$ cat src/wavetable_oscillator_lerp_core_defines.svh
// Assertion helpers for the oscillator RTL; wtosc_table.sv uses them.
// Each helper names the assertion, samples on the rising clock edge and is
// switched off while the synchronous reset is high.
`ifndef WAVETABLE_OSCILLATOR_LERP_CORE_DEFINES_SVH
`define WAVETABLE_OSCILLATOR_LERP_CORE_DEFINES_SVH

// The consequent must hold in the same cycle as the antecedent.
`define WTOSC_ASSERT_SAME(name, clk, rst, ante, cons, msg) \
   name: assert property (@(posedge clk) disable iff (rst) (ante) |-> (cons)) \
      else $error(msg);

// The consequent must hold in the cycle after the antecedent.
`define WTOSC_ASSERT_NEXT(name, clk, rst, ante, cons, msg) \
   name: assert property (@(posedge clk) disable iff (rst) (ante) |=> (cons)) \
      else $error(msg);

`endif

$ cat src/wtosc_pkg.sv
`timescale 1ns / 1ps
`default_nettype none

package wtosc_pkg;

   localparam int TABLE_BITS_DEFAULT = 10;
   localparam int FRAC_BITS_DEFAULT  = 16;

   localparam int FREQ_W   = 32;
   localparam int SCALE_W  = 32;
   localparam int ADDR_W   = 10;
   localparam int SAMPLE_W = 16;

   // Fraction bits of freq (Q16.16) times step_scale (Q8.24).
   localparam int PROD_FRAC_BITS = 40;

   localparam logic [SCALE_W-1:0] STEP_SCALE_RESET = 32'd357914;

   typedef enum logic {
      KIND_SAMPLE = 1'b0,
      KIND_WRITE  = 1'b1
   } kind_type;

endpackage

`default_nettype wire

$ cat src/wtosc_step.sv
`timescale 1ns / 1ps
`default_nettype none

module wtosc_step #(
   parameter int TABLE_BITS = wtosc_pkg::TABLE_BITS_DEFAULT,
   parameter int FRAC_BITS  = wtosc_pkg::FRAC_BITS_DEFAULT
) (
   input  logic                                  clock,
   input  logic                                  reset,
   input  logic                                  csr_write_enable,
   input  logic [wtosc_pkg::SCALE_W-1:0]         csr_write_data,
   input  logic                                  req_valid,
   output logic                                  req_stall,
   input  logic                                  req_kind,
   input  logic signed [wtosc_pkg::FREQ_W-1:0]   req_freq,
   input  logic [wtosc_pkg::ADDR_W-1:0]          req_table_addr,
   input  logic signed [wtosc_pkg::SAMPLE_W-1:0] req_table_value,
   output logic                                  dn_valid,
   input  logic                                  dn_stall,
   output wtosc_pkg::kind_type                   dn_kind,
   output logic [wtosc_pkg::ADDR_W-1:0]          dn_addr,
   output logic signed [wtosc_pkg::SAMPLE_W-1:0] dn_value,
   output logic [TABLE_BITS+FRAC_BITS-1:0]       dn_inc
);
   import wtosc_pkg::*;

   localparam int PHASE_BITS = TABLE_BITS + FRAC_BITS;
   localparam int INC_SHIFT  = PROD_FRAC_BITS - FRAC_BITS;
   localparam int PROD_W     = FREQ_W + SCALE_W + 1;

   logic [SCALE_W-1:0]         scale_ff;

   logic                       s1_valid_ff;
   logic                       s1_valid_in;
   kind_type                   s1_kind_ff;
   logic signed [FREQ_W-1:0]   s1_freq_ff;
   logic [ADDR_W-1:0]          s1_addr_ff;
   logic signed [SAMPLE_W-1:0] s1_value_ff;

   logic                       s2_valid_ff;
   logic                       s2_valid_in;
   kind_type                   s2_kind_ff;
   logic [ADDR_W-1:0]          s2_addr_ff;
   logic signed [SAMPLE_W-1:0] s2_value_ff;
   logic [PHASE_BITS-1:0]      s2_inc_ff;
   logic [PHASE_BITS-1:0]      s2_inc_in;

   logic                       s1_free;
   logic                       s2_free;
   logic signed [SCALE_W:0]    scale_signed;
   logic signed [PROD_W-1:0]   product;

   assign s2_free   = !s2_valid_ff || !dn_stall;
   assign s1_free   = !s1_valid_ff || s2_free;
   assign req_stall = !s1_free;

   assign s1_valid_in = s1_free ? req_valid : s1_valid_ff;
   assign s2_valid_in = s2_free ? s1_valid_ff : s2_valid_ff;

   // Signed Q25.40 product; the arithmetic shift to the phase format is a
   // plain bit slice, and the slice width wraps it modulo the phase range.
   assign scale_signed = {1'b0, scale_ff};
   assign product      = PROD_W'(s1_freq_ff) * PROD_W'(scale_signed);
   assign s2_inc_in    = product[INC_SHIFT +: PHASE_BITS];

   always_ff @(posedge clock) begin
      if (reset) begin
         scale_ff    <= STEP_SCALE_RESET;
         s1_valid_ff <= 1'b0;
         s2_valid_ff <= 1'b0;
      end else begin
         if (csr_write_enable) begin
            scale_ff <= csr_write_data;
         end
         s1_valid_ff <= s1_valid_in;
         s2_valid_ff <= s2_valid_in;
      end
   end

   always_ff @(posedge clock) begin
      if (req_valid && s1_free) begin
         s1_kind_ff  <= kind_type'(req_kind);
         s1_freq_ff  <= req_freq;
         s1_addr_ff  <= req_table_addr;
         s1_value_ff <= req_table_value;
      end
      if (s1_valid_ff && s2_free) begin
         s2_kind_ff  <= s1_kind_ff;
         s2_addr_ff  <= s1_addr_ff;
         s2_value_ff <= s1_value_ff;
         s2_inc_ff   <= s2_inc_in;
      end
   end

   assign dn_valid = s2_valid_ff;
   assign dn_kind  = s2_kind_ff;
   assign dn_addr  = s2_addr_ff;
   assign dn_value = s2_value_ff;
   assign dn_inc   = s2_inc_ff;

endmodule

`default_nettype wire

$ cat config.mk
export PLATFORM = sky130hd
export DESIGN_NAME = wtosc_step
export DESIGN_NICKNAME = d
export VERILOG_FILES = /design/src/wavetable_oscillator_lerp_core_defines.svh /design/src/wtosc_pkg.sv /design/src/wtosc_step.sv
export SDC_FILE = /design/constraint.sdc
export NUM_CORES = 2
export LEC_CHECK = 0
export BUFFER_PORTS_ARGS = -buffer_cell sky130_fd_sc_hd__buf_2
export CAP_MARGIN = 20
export CORE_MARGIN = 5
export CORE_UTILIZATION = 50
export DETAILED_ROUTE_END_ITERATION = 8
export PLACE_DENSITY = 0.67
export RECOVER_POWER = 100
export SETUP_SLACK_MARGIN = 0.3
export SLEW_MARGIN = 20
export SYNTH_ARGS = -nofsm -noshare
export SYNTH_HDL_FRONTEND = slang
export SYNTH_SLANG_ARGS = --single-unit
$ cat constraint.sdc
create_clock -name clock -period 9.4 [get_ports clock]
set_clock_uncertainty 0.05 [all_clocks]
set_input_delay 0.94 -clock clock [delete_from_list [all_inputs] [get_ports clock]]
set_output_delay 0.94 -clock clock [all_outputs]
set_load 0.05 [all_outputs]
Word-level counts from Yosys, hierarchy flattened
Cells that the tools add are included.

storage, ports and cells
  logic and storage cells = 20
  output and inout port bits = 55
  input bits = 96
  register bits after elaboration = 146

cells by class
  reduce and logical (&&, ||, !) cells = 8
  $mul = 1

operators by type and width
  cell                                            count
  32-bit by 33-bit multiplier with 50-bit output  1
  1-bit zero test                                 4
  1-bit logical AND                               2
  1-bit logical OR                                2

Logic depth before layout (Yosys ltp)
  word-level depth = 4
  gate-level depth with buffers = 27
  mapped depth without buffers = 25

Least setup slack after synthesis
No wires, ideal clock.

  path type = reg2reg
  start point = register s1_freq_ff[5]
  end point = register s2_inc_ff[22], in the netlist dn_inc[22], data pin
  stages on the path, launching flop included = 23
  setup time = 0.258 ns
  setup slack = 2.136 ns
  buffers on the path = 1
  period minus slack after synthesis = 7.264 ns
  data required time = 9.092 ns
  data arrival time = 6.956 ns
  path through = edfxtp_1 > clkbuf_1 > and2_1 > fa_1 > fa_1 > fa_1 > inv_1 > fa_1 > inv_1 > fa_1 > fa_1 > fa_1 > fa_1 > ha_1 > a2111o_1 > or4_1 > a211oi_1 > o22ai_1 > o22a_2 > a221oi_4 > o21ai_2 > a31oi_1 > xnor2_1

on the way
  longest elaborated chain between the ends = 1

ends and longest elaborated chain
  item                                            RTL line          source
  start: declaration                              wtosc_step.sv:36  logic signed [FREQ_W-1:0] s1_freq_ff;
  start signal: assignment                        wtosc_step.sv:83  s1_freq_ff <= req_freq;
  32-bit by 33-bit multiplier with 50-bit output  wtosc_step.sv:63  assign product = PROD_W'(s1_freq_ff) * PROD_W'(scale_signed);
  net product[46]                                 wtosc_step.sv:51  logic signed [PROD_W-1:0] product;
  end signal: assignment                          wtosc_step.sv:91  s2_inc_ff <= s2_inc_in;
  end: declaration                                wtosc_step.sv:45  logic [PHASE_BITS-1:0] s2_inc_ff;

The timed path passes the listed nets, and every way through them passes these cells.
A chain may end at the register's enable or synchronous reset.

Worst setup path in the final report
  start point = register s1_freq_ff[8]
  end point = register s2_inc_ff[25], in the netlist dn_inc[25], data pin

The elaborated chain is that of the path after synthesis.

==> key figures <==
Global routing
  • M3 GR Usage: 0.0524
  • Grt met1 use: 0.352
  • Initial antenna violation count: 1
  • First-pass GRT wire length: 143,000 um
  • GR Util met2: 0.428
  • Total gr overflow: 0
  • Largest net degree at the start of global routing: 53
  • Via count of the first global-routing pass: 25,200
  • Busiest grt layer: met2
  • Total Routing Usage GR: 0.260

Finish
  • Reg area: 4050 sq um
  • Final net count: 4,519
  • Multi-input gate area: 25,600 sq um
  • Area growth from synthesis to layout: 6.76%
  • Layout cells sized above 1: 0.0585
  • Filler cells: 5,954

Floorplanning
  • Die area: 72,000 sq um
  • Width of the die: 268 um
  • Die Span Y: 268 um
  • IO Count: 151
  • Row count: 94
  • Initial core utilization: 0.506
  • Core area: 66,000 sq um

Worst setup path
  • Kind of critical path: reg2reg
  • Most used cell, CP: fa_1
  • Worst-path cell chain: buf_4 -> and2_0 -> fa_1 -> fa_1 -> inv_1 -> fa_1 -> fa_1 -> inv_1 -> fa_1 -> fa_1 -> fa_1 -> fa_1 -> ha_1 -> nand4_1 -> inv_1 -> o2111ai_1 -> a311o_1 -> a2111oi_0 -> buf_4 -> nor3_1 -> o41ai_2 -> a21oi_1 -> xnor2_1
  • Worst Setup End Kind: register
  • Crit path DAT: 8900 ps
  • Max FO, Critical Path: 24
  • Slowest stage delay, CP: 1140 ps
  • Required @ worst endpoint: 9580 ps
  • Crit path max-delay cell type: edfxtp_1
  • CP Launch Type: register

Clock tree
  • CTS tree: done
  • # Post-CTS Setup Buffers: 0
  • Hold_buf cts: 0
  • Skew-Pair Late Insertion Delay: 500 ps
  • Clock Tree Root: clkbuf_16
  • Maximum root-to-sink buffer count: 2
  • Resize count post-CTS: 0
  • Htree depth: 4
  • CTS Buf Count: 17
  • Clk pin slew, worst setup/hold paths: 80 ps
  • Clk sink count: 146

Logic synthesis
  • Register area share after synthesis: 0.121
  • Synthesized area per cell: 9.96 sq um
  • Synth Cell Area: 33,400 sq um
  • Top cells by count, synth: fa_1 (809), inv_1 (785), and2_1 (576)
  • Synth top area cells: fa_1 (49%), and2_1 (11%), edfxtp_1 (10%)
  • Post-synth EDFFs: 112
  • FFs w/ async S/R, synth: 0
  • Synth Warn #: 0
  • Yosys top cell area share: 0.486
  • Synth area leader: fa_1
  • Mapped Cells: 3,349
  • Primary FF master, synth: edfxtp_1
  • Count of cell types in the netlist: 49
  • Syn nets: 4,460
  • Most common cell in the netlist: fa_1
  • Synth Register Bits: 146

STA
  • Tmin final: 8720 ps
  • Final setup vio count: 0
  • Maximum clock rate: 0.115 GHz
  • Tcrit/Tclk final: 0.928
  • Unrepaired setup endpoints after global routing: no
  • Final count of pins violating max slew: 138
  • Relative slew slack: -1.37
  • Worst-Margin Slew: 3560 ps
  • Setup tns final: 0 ps
  • Fin. Hold Viols: 0

Status
  • Outcome: finished with violations
  • Failing checks: capacitance limit, slew limit

Job
  • Max Cap Viol: 3

Place
  • Gpl congestion: 0.873
  • Port-buffer cells: 150
  • Dpl hpwl: 69,600 um

Detailed routing
  • Initial DRC count: 1,271
  • Via/cell ratio: 5.25
  • Per-cell routed wire length: 20.4 um
  • Drt first pass iters: 5
  • DR DRC count: 0
  • DRT Wirelength: 87,600 um
  • DR vias: 22,500
  • DRT antenna net count: 0

Hold path
  • Min-delay worst type: reg2reg
-- cell usage in the layout (no fill, tap or decap), drive strengths merged, types with 3 or more instances in the layout --
cell and instances:
o21bai 3, nand4 7, nand3 4, nor2 59, and2 576, mux2i 22
dfxtp 34, buf 162, nor2b 15, xor2 13, nand2b 11, clkinv 5
a211o 10, o21ai 18, o21a 6, nor3 6, nand2 348, xnor2 39
a21oi 31, a2111oi 3, fa 809, ha 206, clkbuf 82, a21o 14
edfxtp 112, or3 3, a211oi 5, inv 794
-- worst max-delay path: cells and delay by family (launching register included) --
family,cells,cell delay [ps]
adder cells (fa/ha/maj),9,4140
AO/OA/AOI/OAI,5,1500
flip-flops,1,1140
buffers and inverters,5,900
AND/OR/NAND/NOR,3,550
XOR/XNOR,1,150
-- kinds of logic (layout without fill, tap and decap cells) --
| kind of cell | count (synthesis) | count (layout) | synth area share |
|---|---|---|---|
| AOI/OAI and AO/OA | 106 | 106 | 0.0227 |
| xor gates and xnor gates | 52 | 52 | 0.0137 |
| adders and majority gates | 1015 | 1015 | 0.563 |
| buffers and inverters | 972 | 1044 | 0.109 |
| DFF | 146 | 146 | 0.121 |
| muxes | 22 | 22 | 0.00660 |
| other | 0 | 1 | 0 |
| and+or+nand+nor | 1036 | 1036 | 0.164 |
-- through the flow --
stage | worst slack, ps | std cells | area (sq um) | hold WS, ps | utilization
CTS | 849 | 4283 | 35700 | 367 | 0.541
detailed placement | 874 | 4251 | 35100 | 355 | 0.532
floorplan | 2140 | 3349 | 33400 | 350 | -
global placement | 1050 | 4250 | 35100 | 350 | 0.532
finish | 676 | 4286 | 35600 | 365 | 0.540
global route | 375 | 4285 | 35600 | 376 | 0.540
-- path summary, 6_finish.rpt --
kind,startpoint,to,slack [ps],cells past startpoint
min,s1_value_ff[7],dn_value[7],370,0
max,s1_freq_ff[8],dn_inc[25],680,23
min reg2reg,s1_value_ff[7],dn_value[7],370,0
max reg2reg,s1_freq_ff[8],dn_inc[25],680,23
-- layout make-up --
cell class                      instances  area share
Clock inverter                         15     0.00513
Multi-Input combinational cell       2231       0.720
Timing Repair Buffer                  227      0.0361
Antenna cell                            1   0.0000703
Inverter                              785      0.0827
Sequential cell                       146       0.114
Clock buffer                           17      0.0119
Tap cell                              864      0.0304
-- state kept, by name (all words and copies together) (netlist names) --
register / count
dn_addr: 10
dn_inc: 26
dn_kind: 1
dn_valid: 1
dn_value: 16
s1_addr_ff: 10
s1_freq_ff: 32
s1_kind_ff: 1
s1_valid_ff: 1
s1_value_ff: 16
scale_ff: 32
-- per-layer routing --
metal,vias up,share of wire
met4,0,0.032
met1,11700,0.41
met3,161,0.074
met5,-,0
li1,9765,-
met2,840,0.48
Power is left out: the tool's default activity adds up to more than one toggle a clock period on the data nets, which glitch-free logic cannot reach.
