===== src/wavetable_oscillator_lerp_core_defines.svh =====
// Assertion helpers for the oscillator RTL; wtosc_table.sv uses them.
// Each helper names the assertion, samples on the rising clock edge and is
// switched off while the synchronous reset is high.
`ifndef WAVETABLE_OSCILLATOR_LERP_CORE_DEFINES_SVH
`define WAVETABLE_OSCILLATOR_LERP_CORE_DEFINES_SVH

// The consequent must hold in the same cycle as the antecedent.
`define WTOSC_ASSERT_SAME(name, clk, rst, ante, cons, msg) \
   name: assert property (@(posedge clk) disable iff (rst) (ante) |-> (cons)) \
      else $error(msg);

// The consequent must hold in the cycle after the antecedent.
`define WTOSC_ASSERT_NEXT(name, clk, rst, ante, cons, msg) \
   name: assert property (@(posedge clk) disable iff (rst) (ante) |=> (cons)) \
      else $error(msg);

`endif


===== src/wtosc_pkg.sv =====
`timescale 1ns / 1ps
`default_nettype none

package wtosc_pkg;

   localparam int TABLE_BITS_DEFAULT = 10;
   localparam int FRAC_BITS_DEFAULT  = 16;

   localparam int FREQ_W   = 32;
   localparam int SCALE_W  = 32;
   localparam int ADDR_W   = 10;
   localparam int SAMPLE_W = 16;

   // Fraction bits of freq (Q16.16) times step_scale (Q8.24).
   localparam int PROD_FRAC_BITS = 40;

   localparam logic [SCALE_W-1:0] STEP_SCALE_RESET = 32'd357914;

   typedef enum logic {
      KIND_SAMPLE = 1'b0,
      KIND_WRITE  = 1'b1
   } kind_type;

endpackage

`default_nettype wire


===== src/wtosc_lerp.sv =====
`timescale 1ns / 1ps
`default_nettype none

module wtosc_lerp #(
   parameter int FRAC_BITS = wtosc_pkg::FRAC_BITS_DEFAULT
) (
   input  logic                                  clock,
   input  logic                                  reset,
   input  logic                                  up_valid,
   output logic                                  up_stall,
   input  logic signed [wtosc_pkg::SAMPLE_W-1:0] up_a,
   input  logic signed [wtosc_pkg::SAMPLE_W-1:0] up_b,
   input  logic [FRAC_BITS-1:0]                  up_frac,
   output logic                                  rsp_valid,
   input  logic                                  rsp_stall,
   output logic signed [wtosc_pkg::SAMPLE_W-1:0] rsp_sample
);
   import wtosc_pkg::*;

   localparam int DIFF_W = SAMPLE_W + 1;
   localparam int ACC_W  = DIFF_W + FRAC_BITS + 1;
   localparam logic signed [ACC_W-1:0] ROUND_HALF = ACC_W'(1) <<< (FRAC_BITS - 1);

   logic                       m_valid_ff;
   logic                       m_valid_in;
   logic signed [ACC_W-1:0]    m_prod_ff;
   logic signed [SAMPLE_W-1:0] m_a_ff;

   logic                       out_valid_ff;
   logic                       out_valid_in;
   logic signed [SAMPLE_W-1:0] out_sample_ff;
   logic signed [SAMPLE_W-1:0] out_sample_in;

   logic                       m_free;
   logic                       out_free;
   logic signed [DIFF_W-1:0]   diff;
   logic signed [FRAC_BITS:0]  frac_signed;
   logic signed [ACC_W-1:0]    product;
   logic signed [ACC_W-1:0]    acc;

   assign out_free = !out_valid_ff || !rsp_stall;
   assign m_free   = !m_valid_ff || out_free;
   assign up_stall = !m_free;

   assign m_valid_in   = m_free ? up_valid : m_valid_ff;
   assign out_valid_in = out_free ? m_valid_ff : out_valid_ff;

   // (b - a) * f, registered before the final sum.
   assign diff        = DIFF_W'(up_b) - DIFF_W'(up_a);
   assign frac_signed = {1'b0, up_frac};
   assign product     = ACC_W'(diff) * ACC_W'(frac_signed);

   // a * 2^F + (b - a) * f + half, then floor by dropping the fraction bits.
   // The result lies between a and b, so the slice cannot overflow.
   assign acc           = (ACC_W'(m_a_ff) <<< FRAC_BITS) + m_prod_ff + ROUND_HALF;
   assign out_sample_in = acc[FRAC_BITS +: SAMPLE_W];

   always_ff @(posedge clock) begin
      if (reset) begin
         m_valid_ff   <= 1'b0;
         out_valid_ff <= 1'b0;
      end else begin
         m_valid_ff   <= m_valid_in;
         out_valid_ff <= out_valid_in;
      end
   end

   always_ff @(posedge clock) begin
      if (up_valid && m_free) begin
         m_prod_ff <= product;
         m_a_ff    <= up_a;
      end
      if (m_valid_ff && out_free) begin
         out_sample_ff <= out_sample_in;
      end
   end

   assign rsp_valid  = out_valid_ff;
   assign rsp_sample = out_sample_ff;

endmodule

`default_nettype wire


===== config.mk =====
export PLATFORM = sky130hd
export DESIGN_NAME = wtosc_lerp
export DESIGN_NICKNAME = d
export VERILOG_FILES = /design/src/wavetable_oscillator_lerp_core_defines.svh /design/src/wtosc_pkg.sv /design/src/wtosc_lerp.sv
export SDC_FILE = /design/constraint.sdc
export NUM_CORES = 1
export LEC_CHECK = 0
export BUFFER_PORTS_ARGS = -buffer_cell sky130_fd_sc_hd__buf_2
export CAP_MARGIN = 10
export CORE_MARGIN = 5
export CORE_UTILIZATION = 40
export CTS_CLUSTER_DIAMETER = 50
export DETAILED_ROUTE_END_ITERATION = 10
export PLACE_DENSITY = 0.66
export SLEW_MARGIN = 15
export SYNTH_ARGS = -nofsm -noshare
export SYNTH_HDL_FRONTEND = slang
export SYNTH_SLANG_ARGS = --single-unit

===== constraint.sdc =====
create_clock -name clock -period 20.7 [get_ports clock]
set_input_delay 4.14 -clock clock [delete_from_list [all_inputs] [get_ports clock]]
set_output_delay 4.14 -clock clock [all_outputs]
set_load 0.03 [all_outputs]

# Yosys cells after proc, flatten, opt, wreduce, memory -nomap -nowiden
# Cells that the tools add are included.
# W data, S select, Z words.
# word_totals
input_bits	52
regBits	66
wordCells	17
# op_classes
n_mul	1
add_sub_neg	3
n_reduce_logical	8
# ops
operator	n
$add A32 B17 Y32 const B	1
$add A32 B32 Y32	1
$mul A17 B17 Y32	1
$sub A16 B16 Y17	1
$logic_not A1 Y1	4
$logic_and A1 B1 Y1	2
$logic_or A1 B1 Y1	2

# Longest topological paths before layout
# logic_depth
ltp_word	4
mapped_depth	34

# Least setup slack after synthesis
# No wires, ideal clock.
# synth_path
kind	input port to flip-flop
startpoint	input port up_b[0] (netlist name)
endpoint	register m_prod_ff[31] (data pin)
setup_ns	0.268
stages	32
path_slack_ns	9.391
arrival_ns	11.041
path_cell_list	inv_1 > ha_1 > fa_1 > nand2b_1 > a21boi_1 > o21ai_1 > a21oi_1 > o21ai_2 > a21boi_2 > nor2_1 > clkbuf_1 > and2_1 > fa_1 > inv_1 > fa_1 > inv_1 > fa_1 > fa_1 > fa_1 > inv_1 > fa_1 > inv_1 > ha_1 > a21o_1 > a21oi_1 > nor3b_1 > a211oi_2 > a41o_1 > a21oi_4 > o21a_2 > a21o_1 > xnor3_1
# synth_via
elab_chain_len	2
# synth_lines
item	line	text
start, declared	wtosc_lerp.sv:12	input logic signed [wtosc_pkg::SAMPLE_W-1:0] up_b,
$sub A16 B16 Y17	wtosc_lerp.sv:49	assign diff = DIFF_W'(up_b) - DIFF_W'(up_a);
$mul A17 B17 Y32	wtosc_lerp.sv:51	assign product = ACC_W'(diff) * ACC_W'(frac_signed);
net product[31]	wtosc_lerp.sv:38	logic signed [ACC_W-1:0] product;
end signal, assigned	wtosc_lerp.sv:70	m_prod_ff <= product;
end, declared	wtosc_lerp.sv:26	logic signed [ACC_W-1:0] m_prod_ff;
# The timed path passes the listed nets, and every way through them passes these cells.
# A chain may end at the register's enable or synchronous reset.

# Final worst setup path
# layout_path
startpoint	input port up_a[1] (netlist name)
endpoint	register m_prod_ff[31] (data pin)
# layout_via
elab_chain_len	2
# layout_lines
item	line	text
start, declared	wtosc_lerp.sv:11	input logic signed [wtosc_pkg::SAMPLE_W-1:0] up_a,
$sub A16 B16 Y17	wtosc_lerp.sv:49	
$mul A17 B17 Y32	wtosc_lerp.sv:51	
net product[31]	wtosc_lerp.sv:38	
# The timed path passes the listed nets, and every way through them passes these cells.

==> summary.txt <==
Floorplan
  • Num rows: 65
  • Die height: ~190 microns
  • Die Area: 35,890 sq um
  • # IOs: 70
  • Core footprint: 31,640 sq um
  • Die X-Extent: 189.5 microns
  • Starting Density: 0.4072

Synthesis
  • Post-synthesis compound-gate area fraction: 0.05964
  • Mapped Nets: 1,789
  • Synth top area share: 0.4056
  • Synth area leaders: fa_1 (41%), edfxtp_1 (11%), ha_1 (11%), inv_1 (11%), and2_1 (4.5%)
  • Synth Area in Simple Gates: 0.1418
  • Yosys warns: 0
  • Mux share of post-synthesis cell area: 0
  • Mapped Avg Cell Area: 9.464 sq um
  • Sequential area share after synthesis: 0.1173
  • XOR/XNOR share of the synthesized area: 0.04254
  • Most common cell in the netlist: inv_1
  • Commonest cells in the netlist: inv_1 (367), fa_1 (261), nand2_1 (118)
  • Top FF cell, synth: edfxtp_1
  • Synth Cell Area: ~13,000 sq um
  • Synth async-reset ratio: 0
  • Synth area leader: fa_1
  • Main combinational cell family by area after synthesis: adder cells
  • Synth unique cells: 57
  • Number of synthesized flops with an enable pin: 49
  • Cell count after synthesis: 1,361
  • Post-synthesis register bit count: slightly above 50
  • Area share of fa/ha/maj cells after synthesis: 0.5173

STA
  • Clock Skew: 10.17 ps
  • Final setup violating endpoints: 0
  • Setup slack after layout: 8615 ps
  • Worst-Margin Slew: 1036 ps
  • Final Cycle Share: 0.5838
  • Pins Over Slew Limit: 0
  • Period minus WS final: 12,090 ps
  • Setup TNS: 0 ps
  • Maximum clock frequency: approximately 0.083 GHz
  • Final hold vios: 0
  • Max_slew headroom: 0.3045
  • RSZ-0062 raised after global routing: no

Clocking
  • # resized after CTS: 0
  • Root Driver: clkbuf_16
  • Clock sinks: 51
  • Clk buf depth: 2
  • Worst-path clk slew: 70 ps
  • Clk_lat worst skew: ~290 ps
  • TritonCTS buffer count: 5
  • CTS tree: yes
  • H-Tree Depth: 2
  • # Post-CTS Setup Buffers: 0
  • # hold bufs at CTS: 0

Critical path
  • Slowest-stage cell, CP: fa_1
  • Cell family with most CP delay: adder cells
  • Kind of critical path: in2reg
  • CP max stage delay: approximately 550 ps
  • R2R Path End: rsp_sample[14]
  • Crit path capture: m_prod_ff[31]
  • Arr. time, crit path: ~12,000 ps
  • Cell repeated most along the worst path: fa_1
  • Worst reg2reg path startpoint: m_a_ff[0]
  • CP startpoint kind: input pin
  • Worst path bufs/invs: 6
  • Worst Setup SP: up_a[1]
  • Critical Path RT: 20,740 ps
  • Critical path depth in cells: 32
  • CP max FO: 16
  • R2R setup slack: 17,740 ps
  • CP endpoint kind: flop
  • Worst Reg-to-Reg Cells: 10

Route
  • Antenna Nets Post-Route: 0
  • Routed WL per cell: between 15 and 20 microns
  • DR pass1 iterations: 5
  • Drc violations: 0
  • Via Count: 9,012
  • Final WL: between 20,000 and 30,000 microns
  • Vias/cell: approximately 5.0
  • Drt initial violations: about 560

Final layout
  • Area Growth Syn to Fin: 7.197%
  • Share of layout cells above drive strength 1: 0.07605
  • # fillers: 3,011
  • Non-Filler Instances: around 1,800
  • Final #Nets: 1,834

Placement
  • Pre-CTS setup slack: 8299 ps
  • GP Congestion: 0.8391
  • Post-Place Cells: 1,801
  • DPL Wire Length: ~24,000 microns
  • Port Buffers: about 70

Global route
  • All-layer global routing usage: 0.1733
  • Vias in the first global route: roughly 10,000
  • First-pass GRT wire length: 50,850 microns
  • Largest net degree at the start of global routing: 34
  • Most used routing layer: met2
  • GR Util met2: 0.3104
  • Met3 usage: 0.01825
  • Initial antenna violation count: 1
  • GR Util met1: 0.2334
  • Grt ovf: 0

Flow run
  • Max-cap viol count: 0

Status
  • Status: finished, final reports clean

Worst hold path
  • Worst min-delay path class: reg2reg
  • Hold path depth: 2
==> cells in the final DEF, fill, tap and decap left out, types with 3 or more instances in the layout <==
| cell | n |
|---|---|
| or3_1 | 6 |
| xor2_1 | 13 |
| a21o_1 | 6 |
| edfxtp_1 | 49 |
| o31ai_1 | 3 |
| a21oi_1 | 27 |
| xnor2_1 | 44 |
| buf_2 | 69 |
| and3_1 | 27 |
| nor2_1 | 32 |
| nor2b_1 | 24 |
| a21boi_0 | 3 |
| clkbuf_16 | 5 |
| nor3_1 | 6 |
| and2_1 | 93 |
| a21boi_1 | 3 |
| buf_4 | 12 |
| o21bai_1 | 4 |
| o22ai_1 | 3 |
| o21ai_1 | 7 |
| o21a_1 | 5 |
| a31oi_1 | 3 |
| fa_1 | 261 |
| nand3_1 | 32 |
| o211ai_1 | 3 |
| nand2b_1 | 15 |
| o21ai_2 | 3 |
| a211oi_1 | 3 |
| o21ai_0 | 11 |
| inv_1 | 367 |
| nand2_1 | 118 |
| ha_1 | 115 |
==> kinds of logic after synthesis <==
group	count (synthesis)
AO/OA/AOI/OAI	104
XOR/XNOR	61
adder cells (fa/ha/maj)	376
buffers and inverters	410
flip-flops	51
AND/OR/NAND/NOR	359
==> area by class of cell <==
cell class | instances | area [sq um] | area share
Tap cell | 402 | 503.0 | 0.03643
Antenna cell | 1 | 2.502 | 0.0001812
Inverter | 367 | 1378 | 0.09976
Clock inverter | 2 | 12.51 | 0.0009061
Clock buffer | 6 | 128.9 | 0.009333
Sequential cell | 51 | 1511 | 0.1095
Timing Repair Buffer | 81 | 435.4 | 0.03153
Multi-Input combinational cell | 900 | 9837 | 0.7124
==> stage by stage <==
| stage | utilization | hold slack, ps | area (sq um) |
|---|---|---|---|
| after floorplan | - | 444.4 | 12880 |
| after global placement | 0.4319 | 458.4 | 13660 |
| after detailed placement | 0.4319 | 474.3 | 13660 |
| after CTS | 0.4364 | 491.9 | 13810 |
| after global routing | 0.4365 | 515.2 | 13810 |
| final | 0.4365 | 489.2 | 13810 |
==> metal layers <==
| metal | part of all wire | vias up |
|---|---|---|
| met3 | 0.039 | 38 |
| met1 | 0.44 | 4608 |
| met5 | 0 | - |
| met2 | 0.50 | 200 |
| li1 | - | 4166 |
| met4 | 0.016 | 0 |
==> worst reg2reg max path, stage by stage, from the launching register on <==
cell	delay (ps)
edfxtp_1	410
ha_1	290
a21o_1	180
a21oi_1	230
o21ai_1	120
a211oi_1	370
o31ai_1	210
o41ai_2	410
o211ai_1	200
a21oi_1	220
xnor2_1	80
==> flip-flops by register name (all words and copies together), names as in the netlist <==
register	count
m_a_ff	16
rsp_sample	16
m_prod_ff	17
m_valid_ff	1
rsp_valid	1
==> worst min path at each step <==
stage	from	to
2_1_floorplan	m_valid_ff	rsp_valid
3_3_place_gp	m_valid_ff	rsp_valid
3_5_place_dp	m_valid_ff	rsp_valid
4_1_cts	m_valid_ff	rsp_valid
5_1_grt	m_valid_ff	rsp_valid
6_report	m_valid_ff	rsp_valid
Power is not shown: default switching activity piles up to over one toggle a cycle in this logic, so the estimate is an artifact.
